===== src/assert_macros.svh =====
// Assertion macros shared by the clusterer modules.
`ifndef ASSERT_MACROS_SVH
`define ASSERT_MACROS_SVH

// Checks a property on every clock edge outside reset.
`define SCL_ASSERT(label, prop, msg) \
    label: assert property (@(posedge clk) disable iff (!rst_n) (prop)) else $error(msg);

// Checks that a condition implies a property in the following cycle.
`define SCL_ASSERT_NEXT(label, cond, prop, msg) \
    label: assert property (@(posedge clk) disable iff (!rst_n) (cond) |=> (prop)) else $error(msg);

`endif


===== src/scl_pkg.sv =====
// Types and constants shared by the scan range clusterer modules.
`default_nettype none

package scl_pkg;

    // Scan geometry.
    localparam int MAX_SAMPLES = 1024;
    localparam int IDX_W       = $clog2(MAX_SAMPLES);
    localparam int LEN_W       = IDX_W + 1;
    localparam logic [IDX_W-1:0] SAMPLE_LAST = IDX_W'(MAX_SAMPLES - 1);

    // Field widths.
    localparam int RANGE_W = 16;
    localparam int COS_W   = 17;
    localparam int THR_W   = 16;

    // Configuration port.
    localparam int CFG_IDX_W  = 2;
    localparam int CFG_DATA_W = 17;
    localparam logic [CFG_IDX_W-1:0] CFG_COS_INC  = 2'd0;
    localparam logic [CFG_IDX_W-1:0] CFG_GAP_THR  = 2'd1;
    localparam logic [CFG_IDX_W-1:0] CFG_MIN_SIZE = 2'd2;
    localparam logic [CFG_IDX_W-1:0] CFG_MAX_SIZE = 2'd3;

    // Register reset values.
    localparam logic [COS_W-1:0] COS_INC_RST  = 17'd65526;
    localparam logic [THR_W-1:0] GAP_THR_RST  = 16'd122;
    localparam logic [LEN_W-1:0] MIN_SIZE_RST = 11'd4;
    localparam logic [LEN_W-1:0] MAX_SIZE_RST = 11'd180;

    // Command queue between the front and back parts.
    localparam int FIFO_DEPTH = 4;
    localparam int FIFO_PTR_W = $clog2(FIFO_DEPTH);
    localparam int FIFO_CNT_W = $clog2(FIFO_DEPTH + 1);

    // One input sample.
    typedef struct packed {
        logic [RANGE_W-1:0] range_mm;
        logic               last_sample;
    } sample_t;

    // One result item.
    typedef struct packed {
        logic [IDX_W-1:0] cluster_start;
        logic [LEN_W-1:0] cluster_length;
        logic             cluster_valid;
        logic             scan_done;
    } result_t;

    // Configuration register set.
    typedef struct packed {
        logic [COS_W-1:0] cos_increment_q16;
        logic [THR_W-1:0] gap_threshold_mm;
        logic [LEN_W-1:0] min_cluster_size;
        logic [LEN_W-1:0] max_cluster_size;
    } cfg_t;

    // Command from the front part: a candidate cluster or the end marker.
    typedef struct packed {
        logic             is_end;
        logic [IDX_W-1:0] start;
        logic [LEN_W-1:0] len;
    } cmd_t;

endpackage

`default_nettype wire


===== src/scl_cmd_fifo.sv =====
// Short command queue that decouples the front and back parts.
`default_nettype none

`include "assert_macros.svh"

module scl_cmd_fifo
    import scl_pkg::*;
(
    input  wire  logic clk,
    input  wire  logic rst_n,
    input  wire  logic push,
    input  wire  cmd_t push_data,
    output logic       full,
    input  wire  logic pop,
    output cmd_t       pop_data,
    output logic       empty
);

    cmd_t                  entry_reg [FIFO_DEPTH];
    logic [FIFO_PTR_W-1:0] wr_ptr_reg;
    logic [FIFO_PTR_W-1:0] wr_ptr_next;
    logic [FIFO_PTR_W-1:0] rd_ptr_reg;
    logic [FIFO_PTR_W-1:0] rd_ptr_next;
    logic [FIFO_CNT_W-1:0] count_reg;
    logic [FIFO_CNT_W-1:0] count_next;
    logic                  do_push;
    logic                  do_pop;

    assign full     = (count_reg == FIFO_CNT_W'(FIFO_DEPTH));
    assign empty    = (count_reg == '0);
    assign pop_data = entry_reg[rd_ptr_reg];
    assign do_push  = push && !full;
    assign do_pop   = pop && !empty;

    // Pointer and fill count update.
    always_comb
    begin
        wr_ptr_next = do_push ? wr_ptr_reg + 1'b1 : wr_ptr_reg;
        rd_ptr_next = do_pop ? rd_ptr_reg + 1'b1 : rd_ptr_reg;
        count_next  = count_reg;
        if (do_push && !do_pop)
        begin
            count_next = count_reg + 1'b1;
        end
        else if (do_pop && !do_push)
        begin
            count_next = count_reg - 1'b1;
        end
    end

    always_ff @(posedge clk or negedge rst_n)
    begin
        if (!rst_n)
        begin
            wr_ptr_reg <= '0;
            rd_ptr_reg <= '0;
            count_reg  <= '0;
        end
        else
        begin
            wr_ptr_reg <= wr_ptr_next;
            rd_ptr_reg <= rd_ptr_next;
            count_reg  <= count_next;
        end
    end

    // Entry storage needs no reset.
    always_ff @(posedge clk)
    begin
        if (do_push)
        begin
            entry_reg[wr_ptr_reg] <= push_data;
        end
    end

    `SCL_ASSERT(a_fifo_no_overflow, !(push && full), "command pushed into a full queue")
    `SCL_ASSERT(a_fifo_count_bound, count_reg <= FIFO_CNT_W'(FIFO_DEPTH), "queue count too large")
    `SCL_ASSERT(a_fifo_ptr_gap, (rd_ptr_reg + FIFO_PTR_W'(count_reg)) == wr_ptr_reg,
                "queue pointers disagree with count")

endmodule

`default_nettype wire


===== src/scl_front.sv =====
// Front part: accepts samples, runs the gap tests and queues cluster commands.
`default_nettype none

`include "assert_macros.svh"

module scl_front
    import scl_pkg::*;
(
    input  wire  logic    clk,
    input  wire  logic    rst_n,
    input  wire  cfg_t    cfg,
    input  wire  logic    sample_valid,
    output logic          sample_stall,
    input  wire  sample_t sample,
    output logic          push,
    output cmd_t          push_cmd,
    input  wire  logic    fifo_full
);

    typedef enum logic [6:0] {
        F_IDLE   = 7'b0000001,
        F_TEST1  = 7'b0000010,
        F_BREAK  = 7'b0000100,
        F_TEST2  = 7'b0001000,
        F_WRAP_A = 7'b0010000,
        F_WRAP_B = 7'b0100000,
        F_END    = 7'b1000000
    } fstate_t;

    localparam logic [2:0] STEP_DONE = 3'd7;

    fstate_t              state_reg, state_next;
    logic [2:0]           step_reg, step_next;
    logic [RANGE_W-1:0]   r_reg, r_next;
    logic                 last_reg, last_next;
    logic [RANGE_W-1:0]   prev_reg, prev_next;
    logic [RANGE_W-1:0]   first_range_reg, first_range_next;
    logic [IDX_W-1:0]     index_reg, index_next;
    logic [IDX_W-1:0]     open_start_reg, open_start_next;
    logic [LEN_W-1:0]     open_length_reg, open_length_next;
    logic [LEN_W-1:0]     first_length_reg, first_length_next;
    logic                 first_closed_reg, first_closed_next;
    logic                 join2_reg, join2_next;

    // Gap test datapath.
    logic [RANGE_W-1:0]   op_x;
    logic [RANGE_W-1:0]   op_y;
    logic [COS_W-1:0]     mul_a;
    logic [RANGE_W-1:0]   mul_b;
    logic [32:0]          p_reg, p_next;
    logic [33:0]          l_acc_reg, l_acc_next;
    logic [31:0]          ab_reg, ab_next;
    logic [50:0]          r_acc_reg, r_acc_next;
    logic                 join_now;
    logic                 is_last;

    assign sample_stall = (state_reg != F_IDLE);
    assign is_last      = sample.last_sample || (index_reg == SAMPLE_LAST);

    // The first test compares with the previous sample, the wrap test with the first.
    assign op_x = (state_reg == F_TEST2) ? r_reg : prev_reg;
    assign op_y = (state_reg == F_TEST2) ? first_range_reg : r_reg;

    // Joined when (x*x + y*y) * 2^16 <= thr*thr * 2^16 + 2*cos*x*y.
    assign join_now = ({1'b0, l_acc_reg, 16'b0} <= r_acc_reg);

    // Shared multiplier: one product per step, registered.
    always_comb
    begin
        unique case (step_reg)
            3'd0:    begin mul_a = {1'b0, op_x}; mul_b = op_x; end
            3'd1:    begin mul_a = {1'b0, op_y}; mul_b = op_y; end
            3'd2:    begin mul_a = {1'b0, op_x}; mul_b = op_y; end
            3'd3:    begin mul_a = {1'b0, cfg.gap_threshold_mm}; mul_b = cfg.gap_threshold_mm; end
            3'd4:    begin mul_a = cfg.cos_increment_q16; mul_b = ab_reg[15:0]; end
            3'd5:    begin mul_a = cfg.cos_increment_q16; mul_b = ab_reg[31:16]; end
            default: begin mul_a = '0; mul_b = '0; end
        endcase
        p_next = {16'b0, mul_a} * {17'b0, mul_b};
    end

    // Accumulation of both sides of the gap test, one product behind the multiplier.
    always_comb
    begin
        l_acc_next = l_acc_reg;
        ab_next    = ab_reg;
        r_acc_next = r_acc_reg;
        unique case (step_reg)
            3'd1:    l_acc_next = {1'b0, p_reg};
            3'd2:    l_acc_next = l_acc_reg + {1'b0, p_reg};
            3'd3:    ab_next = p_reg[31:0];
            3'd4:    r_acc_next = {3'b0, p_reg[31:0], 16'b0};
            3'd5:    r_acc_next = r_acc_reg + {17'b0, p_reg, 1'b0};
            3'd6:    r_acc_next = r_acc_reg + {1'b0, p_reg, 17'b0};
            default: ;
        endcase
    end

    always_ff @(posedge clk)
    begin
        p_reg     <= p_next;
        l_acc_reg <= l_acc_next;
        ab_reg    <= ab_next;
        r_acc_reg <= r_acc_next;
    end

    // Scan sequencer.
    always_comb
    begin
        state_next        = state_reg;
        step_next         = step_reg;
        r_next            = r_reg;
        last_next         = last_reg;
        prev_next         = prev_reg;
        first_range_next  = first_range_reg;
        index_next        = index_reg;
        open_start_next   = open_start_reg;
        open_length_next  = open_length_reg;
        first_length_next = first_length_reg;
        first_closed_next = first_closed_reg;
        join2_next        = join2_reg;
        push              = 1'b0;
        push_cmd          = '0;

        unique case (state_reg)
            F_IDLE:
            begin
                if (sample_valid)
                begin
                    r_next    = sample.range_mm;
                    last_next = is_last;
                    step_next = '0;
                    if (index_reg == '0)
                    begin
                        // The first sample opens the first cluster.
                        first_range_next  = sample.range_mm;
                        prev_next         = sample.range_mm;
                        open_start_next   = '0;
                        open_length_next  = LEN_W'(1);
                        first_length_next = '0;
                        first_closed_next = 1'b0;
                        if (is_last)
                        begin
                            state_next = F_TEST2;
                        end
                        else
                        begin
                            index_next = index_reg + 1'b1;
                        end
                    end
                    else
                    begin
                        state_next = F_TEST1;
                    end
                end
            end

            F_TEST1:
            begin
                step_next = step_reg + 1'b1;
                if (step_reg == STEP_DONE)
                begin
                    step_next = '0;
                    prev_next = r_reg;
                    if (!join_now && first_closed_reg)
                    begin
                        state_next = F_BREAK;
                    end
                    else
                    begin
                        if (join_now)
                        begin
                            open_length_next = open_length_reg + 1'b1;
                        end
                        else
                        begin
                            // The first break closes the held-back first cluster.
                            first_length_next = open_length_reg;
                            first_closed_next = 1'b1;
                            open_start_next   = index_reg;
                            open_length_next  = LEN_W'(1);
                        end
                        if (last_reg)
                        begin
                            state_next = F_TEST2;
                        end
                        else
                        begin
                            state_next = F_IDLE;
                            index_next = index_reg + 1'b1;
                        end
                    end
                end
            end

            F_BREAK:
            begin
                if (!fifo_full)
                begin
                    push            = 1'b1;
                    push_cmd.start  = open_start_reg;
                    push_cmd.len    = open_length_reg;
                    open_start_next = index_reg;
                    open_length_next = LEN_W'(1);
                    if (last_reg)
                    begin
                        state_next = F_TEST2;
                    end
                    else
                    begin
                        state_next = F_IDLE;
                        index_next = index_reg + 1'b1;
                    end
                end
            end

            F_TEST2:
            begin
                step_next = step_reg + 1'b1;
                if (step_reg == STEP_DONE)
                begin
                    step_next  = '0;
                    join2_next = join_now;
                    if (join_now && !first_closed_reg)
                    begin
                        state_next = F_END;
                    end
                    else
                    begin
                        state_next = F_WRAP_A;
                    end
                end
            end

            F_WRAP_A:
            begin
                // The last cluster, merged with the first one when the scan wraps closed.
                if (!fifo_full)
                begin
                    push           = 1'b1;
                    push_cmd.start = open_start_reg;
                    push_cmd.len   = join2_reg ? open_length_reg + first_length_reg
                                               : open_length_reg;
                    if (!join2_reg && first_closed_reg)
                    begin
                        state_next = F_WRAP_B;
                    end
                    else
                    begin
                        state_next = F_END;
                    end
                end
            end

            F_WRAP_B:
            begin
                if (!fifo_full)
                begin
                    push           = 1'b1;
                    push_cmd.start = '0;
                    push_cmd.len   = first_length_reg;
                    state_next     = F_END;
                end
            end

            F_END:
            begin
                if (!fifo_full)
                begin
                    push              = 1'b1;
                    push_cmd.is_end   = 1'b1;
                    prev_next         = '0;
                    first_range_next  = '0;
                    index_next        = '0;
                    open_start_next   = '0;
                    open_length_next  = '0;
                    first_length_next = '0;
                    first_closed_next = 1'b0;
                    state_next        = F_IDLE;
                end
            end

            default:
            begin
                state_next = F_IDLE;
            end
        endcase
    end

    always_ff @(posedge clk or negedge rst_n)
    begin
        if (!rst_n)
        begin
            state_reg        <= F_IDLE;
            step_reg         <= '0;
            prev_reg         <= '0;
            first_range_reg  <= '0;
            index_reg        <= '0;
            open_start_reg   <= '0;
            open_length_reg  <= '0;
            first_length_reg <= '0;
            first_closed_reg <= 1'b0;
            join2_reg        <= 1'b0;
            last_reg         <= 1'b0;
        end
        else
        begin
            state_reg        <= state_next;
            step_reg         <= step_next;
            prev_reg         <= prev_next;
            first_range_reg  <= first_range_next;
            index_reg        <= index_next;
            open_start_reg   <= open_start_next;
            open_length_reg  <= open_length_next;
            first_length_reg <= first_length_next;
            first_closed_reg <= first_closed_next;
            join2_reg        <= join2_next;
            last_reg         <= last_next;
        end
    end

    // The sample register is payload.
    always_ff @(posedge clk)
    begin
        r_reg <= r_next;
    end

    `SCL_ASSERT(a_front_open_nonempty, (index_reg == '0) || (open_length_reg != '0),
                "open cluster is empty in the middle of a scan")
    `SCL_ASSERT_NEXT(a_front_end_clears, push && push_cmd.is_end,
                     (index_reg == '0) && !first_closed_reg,
                     "scan state not cleared after the end marker")

endmodule

`default_nettype wire


===== src/scl_back.sv =====
// Back part: applies the size filter and drives the result register.
`default_nettype none

`include "assert_macros.svh"

module scl_back
    import scl_pkg::*;
(
    input  wire  logic clk,
    input  wire  logic rst_n,
    input  wire  cfg_t cfg,
    input  wire  logic fifo_empty,
    input  wire  cmd_t head,
    output logic       pop,
    output logic       result_valid,
    input  wire  logic result_stall,
    output result_t    result
);

    logic    out_valid_reg, out_valid_next;
    result_t out_reg, out_next;
    logic    size_ok;
    logic    load;

    assign size_ok = head.is_end ||
                     ((head.len >= cfg.min_cluster_size) && (head.len < cfg.max_cluster_size));

    // Take a command whenever the result register is free or being transferred.
    assign pop  = !fifo_empty && (!out_valid_reg || !result_stall);
    assign load = pop && size_ok;

    always_comb
    begin
        out_valid_next = out_valid_reg && result_stall;
        out_next       = out_reg;
        if (load)
        begin
            out_valid_next          = 1'b1;
            out_next.cluster_start  = head.is_end ? '0 : head.start;
            out_next.cluster_length = head.is_end ? '0 : head.len;
            out_next.cluster_valid  = !head.is_end;
            out_next.scan_done      = head.is_end;
        end
    end

    always_ff @(posedge clk or negedge rst_n)
    begin
        if (!rst_n)
        begin
            out_valid_reg <= 1'b0;
        end
        else
        begin
            out_valid_reg <= out_valid_next;
        end
    end

    always_ff @(posedge clk)
    begin
        out_reg <= out_next;
    end

    assign result_valid = out_valid_reg;
    assign result       = out_reg;

    `SCL_ASSERT(a_back_marker_fields,
                !(result_valid && result.scan_done) ||
                (!result.cluster_valid && (result.cluster_length == '0)),
                "end marker carries cluster fields")

endmodule

`default_nettype wire


===== src/scan_range_clusterer_top.sv =====
// Top level of the scan range clusterer: configuration registers and the three parts.
//
// Breakpoint segmentation of one circular lidar scan. Samples arrive in order on the
// sample channel; each one is compared with its predecessor by an exact squared
// law-of-cosines gap test, computed step by step on one shared 17x16 multiplier.
// The first sample of a scan opens the first cluster, a later sample runs the gap test
// and may then queue a closed cluster, and the final sample adds a second test against
// the first sample, after which the remaining clusters and the end marker are queued.
// Clusters go through a four-entry command queue to the back part, which applies the
// size filter and holds each result until it is transferred, so the front keeps
// working while the output is stalled as long as the queue has room; a full queue
// holds the front, and with it the sample that is queuing. Configuration writes are
// always accepted and should be made only while the block is idle.
`default_nettype none

module scan_range_clusterer_top
    import scl_pkg::*;
(
    input  wire  logic                  clk,
    input  wire  logic                  rst_n,
    input  wire  logic                  sample_valid,
    output logic                        sample_stall,
    input  wire  sample_t               sample,
    output logic                        result_valid,
    input  wire  logic                  result_stall,
    output result_t                     result,
    input  wire  logic                  cfg_valid,
    output logic                        cfg_ready,
    input  wire  logic [CFG_IDX_W-1:0]  cfg_index,
    input  wire  logic [CFG_DATA_W-1:0] cfg_data
);

    cfg_t cfg_reg, cfg_next;
    logic fifo_push;
    cmd_t fifo_push_cmd;
    logic fifo_full;
    logic fifo_pop;
    cmd_t fifo_head;
    logic fifo_empty;

    assign cfg_ready = 1'b1;

    // Register write decode.
    always_comb
    begin
        cfg_next = cfg_reg;
        if (cfg_valid && cfg_ready)
        begin
            unique case (cfg_index)
                CFG_COS_INC:  cfg_next.cos_increment_q16 = cfg_data[COS_W-1:0];
                CFG_GAP_THR:  cfg_next.gap_threshold_mm  = cfg_data[THR_W-1:0];
                CFG_MIN_SIZE: cfg_next.min_cluster_size  = cfg_data[LEN_W-1:0];
                CFG_MAX_SIZE: cfg_next.max_cluster_size  = cfg_data[LEN_W-1:0];
                default:      cfg_next = cfg_reg;
            endcase
        end
    end

    always_ff @(posedge clk or negedge rst_n)
    begin
        if (!rst_n)
        begin
            cfg_reg.cos_increment_q16 <= COS_INC_RST;
            cfg_reg.gap_threshold_mm  <= GAP_THR_RST;
            cfg_reg.min_cluster_size  <= MIN_SIZE_RST;
            cfg_reg.max_cluster_size  <= MAX_SIZE_RST;
        end
        else
        begin
            cfg_reg <= cfg_next;
        end
    end

    scl_front u_front (
        .clk          (clk),
        .rst_n        (rst_n),
        .cfg          (cfg_reg),
        .sample_valid (sample_valid),
        .sample_stall (sample_stall),
        .sample       (sample),
        .push         (fifo_push),
        .push_cmd     (fifo_push_cmd),
        .fifo_full    (fifo_full)
    );

    scl_cmd_fifo u_fifo (
        .clk       (clk),
        .rst_n     (rst_n),
        .push      (fifo_push),
        .push_data (fifo_push_cmd),
        .full      (fifo_full),
        .pop       (fifo_pop),
        .pop_data  (fifo_head),
        .empty     (fifo_empty)
    );

    scl_back u_back (
        .clk          (clk),
        .rst_n        (rst_n),
        .cfg          (cfg_reg),
        .fifo_empty   (fifo_empty),
        .head         (fifo_head),
        .pop          (fifo_pop),
        .result_valid (result_valid),
        .result_stall (result_stall),
        .result       (result)
    );

endmodule

`default_nettype wire

===== config.mk =====
export PLATFORM = sky130hd
export DESIGN_NAME = scan_range_clusterer_top
export DESIGN_NICKNAME = d
export VERILOG_FILES = /design/src/scl_pkg.sv /design/src/scl_cmd_fifo.sv /design/src/scl_front.sv /design/src/scl_back.sv /design/src/scan_range_clusterer_top.sv
export VERILOG_INCLUDE_DIRS = /design/src /design/src/src
export SDC_FILE = /design/constraint.sdc
export NUM_CORES = 2
export LEC_CHECK = 0
export BUFFER_PORTS_ARGS = -buffer_cell sky130_fd_sc_hd__buf_4
export CORE_UTILIZATION = 39
export CTS_CLUSTER_SIZE = 28
export DETAILED_ROUTE_END_ITERATION = 16
export SLEW_MARGIN = 15
export SYNTH_ARGS = -nofsm -noshare
export SYNTH_HDL_FRONTEND = slang
export SYNTH_SLANG_ARGS = --single-unit

===== constraint.sdc =====
create_clock -name clk -period 7.95 [get_ports clk]
set_input_delay 1.59 -clock clk [delete_from_list [all_inputs] [get_ports clk]]
set_output_delay 1.59 -clock clk [all_outputs]
set_load 0.02 [all_outputs]

==> summary by stage <==
Logic synthesis
The netlist area before placement is 0.0337 mm^2. The share of the Yosys chip area taken by registers is 34.8%. After synthesis, the mean cell area works out to 9.96 um^2. The number of distinct library cells after synthesis is 98. The synthesized flop and latch total is 426. Counting flops with a built-in enable in the synthesized netlist gives 243.

Counting flops with an async set or reset pin after synthesis yields a share of 35.2%. The Yosys warning count is 0. The number of standard cells after synthesis is 3384. The leading register cell type out of synthesis is sky130_fd_sc_hd__edfxtp_1.

The number of nets handed over by synthesis was 3921.

Timing
The post-route minimum period is 7.67 ns. The number of hold-slack violations in the final timing report is 0. Derived from the worst setup path, the maximum achievable clock frequency is 130 MHz. Setup violations remaining at the end of the flow were counted as 0. For the pin with the worst max-slew slack, the measured transition is 1.14 ns. Measured against its own limit, the worst slew margin works out to 23.9%. The share of the clock period used by the worst path is 96.5%. Final hold analysis gives a worst-case slack of 0.483 ns. The setup slack of the critical path after layout is 0.279 ns. The maximum clock skew at final layout is 0.0706 ns. The max-slew violation total from the final report came to 0.

Layout
For this run, the share of the core covered by cells in the final layout is 45.8%. The fraction of layout instances using a drive strength above 1 is 16.5%. The repair_antennas step left the layout with diodes totalling 0.

The filler cells instantiated in the layout total 8228. The most common library cell in the layout ignoring fill and taps is sky130_fd_sc_hd__inv_1. Leaving out fill and tap cells, the most frequent cells in the layout are 350 x sky130_fd_sc_hd__inv_1, 337 x sky130_fd_sc_hd__nand2_1, 286 x sky130_fd_sc_hd__buf_4, 280 x sky130_fd_sc_hd__ha_1, 272 x sky130_fd_sc_hd__nor2_1. After the flow finishes, the layout carries non-filler instances totaling 4812. The flip-flop count of the largest register, all copies and words added is 88.

After the last flow step, the layout net total stands at 4163. The area added between synthesis and finish is 16.2%.

Placement
The instance count after placement with tap cells included is 4701. Routability-driven placement finished with a final weighted congestion of 0.988. The number of port buffers is 65. The pre-CTS setup slack is -0.0683 ns. The placed wire-length estimate after detailed placement is 76.1 mm.

Global routing
In the global route stage, overall resource usage came out at 22.7%. The total global routing overflow is 0. The via count of the first global-routing pass was 26200. The initial antenna violation count is 4. The first global-routing pass estimated 153 mm of wire.

Entering global routing, the biggest net connects 91 pins.

Floorplanning
The die boundary height is 296 um. The initialized floorplan defines 107 standard-cell rows. The die is 296 um wide. The die covers 0.0876 mm^2. In this run the count of I/O pins placed on the die edge is 67. The core region area is 0.0854 mm^2. For this configuration, the core starts out at a cell density of 39.5%.

Min path
The worst min-delay path category is reg2reg.

Detailed routing
In this run, the number of DRC markers left after iteration 0 of detailed routing was 2026. The number of vias in the routed layout is 26500. In the final routed layout, each cell accounts on average for 20.6 um. The via count normalized by instance count is 5.50.

After detailed routing, the number of remaining DRC violations is 0. Wires add up to 99.3 mm. The residual antenna-violating net count after detailed routing is 0. The first TritonRoute pass finished after 6 iterations.

Clocking
TritonCTS created 50 clock buffers. The number of buffers between clock root and the deepest sink is 3. TritonCTS built the clock tree.

Clock-pin slew was measured on the worst setup and hold paths at 0.06 ns. Clock latency on the worst-skew pair, taken at its later pin, is 0.64 ns. The clock tree root buffer cell is sky130_fd_sc_hd__clkbuf_16. For this design, the sink count on the clock tree is 426. The H-tree generated during clock tree synthesis spans 2 levels.

Critical path
The critical-path maximum fanout is 4. At the worst endpoint, the required time is 8.51 ns. The worst endpoint data arrival time is 8.23 ns. The path type of the worst setup path is reg2reg. In this design, the stage delay of the slowest critical-path cell is 0.55 ns.

In this design, the critical path's most frequently occurring cell is sky130_fd_sc_hd__fa_1. The cell family contributing the most delay on the critical path is adder cells. The slowest stage cell on the critical path is sky130_fd_sc_hd__fa_1. STA classifies the critical path endpoint as a flip-flop. For flop-to-flop paths, the worst setup slack is 0.28 ns. Together, buffers and inverters on the worst path number 8. The type of element launching the critical path is a flip-flop.

Job
The tool flagged a number of max-cap violations equal to 0.

Run status
The run finished with clean final reports.
metrics by stage:
stage / setup TNS [ns] / cell area (um^2)
after global placement: -0.0580 / 37000
after global routing: -0.0245 / 39100
after floorplan: 0 / 33700
after CTS: 0 / 38700
after detailed placement: -0.106 / 37000
final: 0 / 39100
synth_stat cells (12+ instances only):
master                       n  area [um^2]
sky130_fd_sc_hd__a211oi_1   16          120
sky130_fd_sc_hd__a21o_1     81          608
sky130_fd_sc_hd__a21oi_1   162          811
sky130_fd_sc_hd__a222oi_1   19          190
sky130_fd_sc_hd__a22o_1     15          131
sky130_fd_sc_hd__a22oi_1    41          308
sky130_fd_sc_hd__a31oi_1    14         87.6
sky130_fd_sc_hd__and2_1     41          257
sky130_fd_sc_hd__and3_1     30          188
sky130_fd_sc_hd__clkbuf_1   89          334
sky130_fd_sc_hd__dfrtp_1   125         3130
sky130_fd_sc_hd__dfstp_2    25          657
sky130_fd_sc_hd__dfxtp_1    33          661
sky130_fd_sc_hd__edfxtp_1  243         7300
sky130_fd_sc_hd__fa_1      213         4260
sky130_fd_sc_hd__ha_1      283         3540
sky130_fd_sc_hd__inv_1     351         1320
sky130_fd_sc_hd__mux2_2     60          676
sky130_fd_sc_hd__mux2i_1    36          360
sky130_fd_sc_hd__mux4_2     22          495
sky130_fd_sc_hd__nand2_1   343         1290
sky130_fd_sc_hd__nand2b_1   33          206
sky130_fd_sc_hd__nand3_1    53          265
sky130_fd_sc_hd__nand4_1    24          150
sky130_fd_sc_hd__nor2_1    287         1080
sky130_fd_sc_hd__nor2b_1    43          269
sky130_fd_sc_hd__nor3_1     43          215
sky130_fd_sc_hd__nor3b_1    12         90.1
sky130_fd_sc_hd__nor4_1     12         75.1
sky130_fd_sc_hd__o211ai_1   21          158
sky130_fd_sc_hd__o21a_1     21          158
sky130_fd_sc_hd__o21ai_0   198          991
sky130_fd_sc_hd__o21bai_1   29          218
sky130_fd_sc_hd__o221a_2    14          158
sky130_fd_sc_hd__o221ai_1   18          158
sky130_fd_sc_hd__o31ai_1    14          105
sky130_fd_sc_hd__or2_2      18          113
sky130_fd_sc_hd__or3_1      20          125
sky130_fd_sc_hd__xnor2_1    88          771
sky130_fd_sc_hd__xor2_1     45          394
metal layers:
metal / part of all wire, % / vias up / GRT usage, %
met5: 0.013 / - / 0
met4: 3.7 / 2 / 7.38
met3: 6.3 / 169 / 3.72
met2: 46 / 767 / 36.5
met1: 44 / 13100 / 31.2
li1: - / 12400 / -
worst min-delay path, delay by kind of cell (launching register included):
kind	cells	cell delay, ns
AO/OA/AOI/OAI	1	0.06
flip-flops	1	0.34
AND/OR/NAND/NOR	1	0.04
cell families after synthesis:
kind of cell / synth area share (%)
flip-flops: 34.8
AO/OA/AOI/OAI: 15.1
adder cells (fa/ha/maj): 23.2
buffers and inverters: 5.27
XOR/XNOR: 3.46
multiplexers: 4.54
AND/OR/NAND/NOR: 13.6
other: 0.0111
path summary, 6_finish.rpt:
| path | start | end | depth (start not counted) |
|---|---|---|---|
| hold / removal | u_front.prev_reg[0]$_DFFE_PN0P_ | u_front.prev_reg[0]$_DFFE_PN0P_ | 2 |
| hold reg to reg | u_front.prev_reg[0]$_DFFE_PN0P_ | u_front.prev_reg[0]$_DFFE_PN0P_ | 2 |
| min in group asynchronous | rst_n | u_front.open_start_reg[1]$_DFFE_PN0P_ | 1 |
| setup reg to reg | u_front.step_reg[1]$_DFFE_PN0P_ | u_front.p_reg[31]$_DFF_P_ | 31 |
| max in group asynchronous | rst_n | cfg_reg[6]$_DFFE_PN0P_ | 2 |
| setup / recovery | u_front.step_reg[1]$_DFFE_PN0P_ | u_front.p_reg[31]$_DFF_P_ | 31 |
final cells by class:
class	instances	area (um^2)	area share, %
multi-input cells	2497	20600	52.5
flip-flops and latches	426	11700	30.0
repair buffers	299	2380	6.08
clock buffers	72	1460	3.72
well taps	1144	1430	3.66
inverters	352	1320	3.38
clock inverters	22	251	0.642
what timing repair did:
item	4_1_cts	5_1_grt
hold buffers	0	0
pin swaps	0	33
resized for setup	3	89
cloned	0	2
setup endpoints to repair	1	13
hold endpoints to repair	0	0
setup buffers	0	15
Power is not shown: default switching activity piles up to over one toggle a cycle in this logic, so the estimate is an artifact.
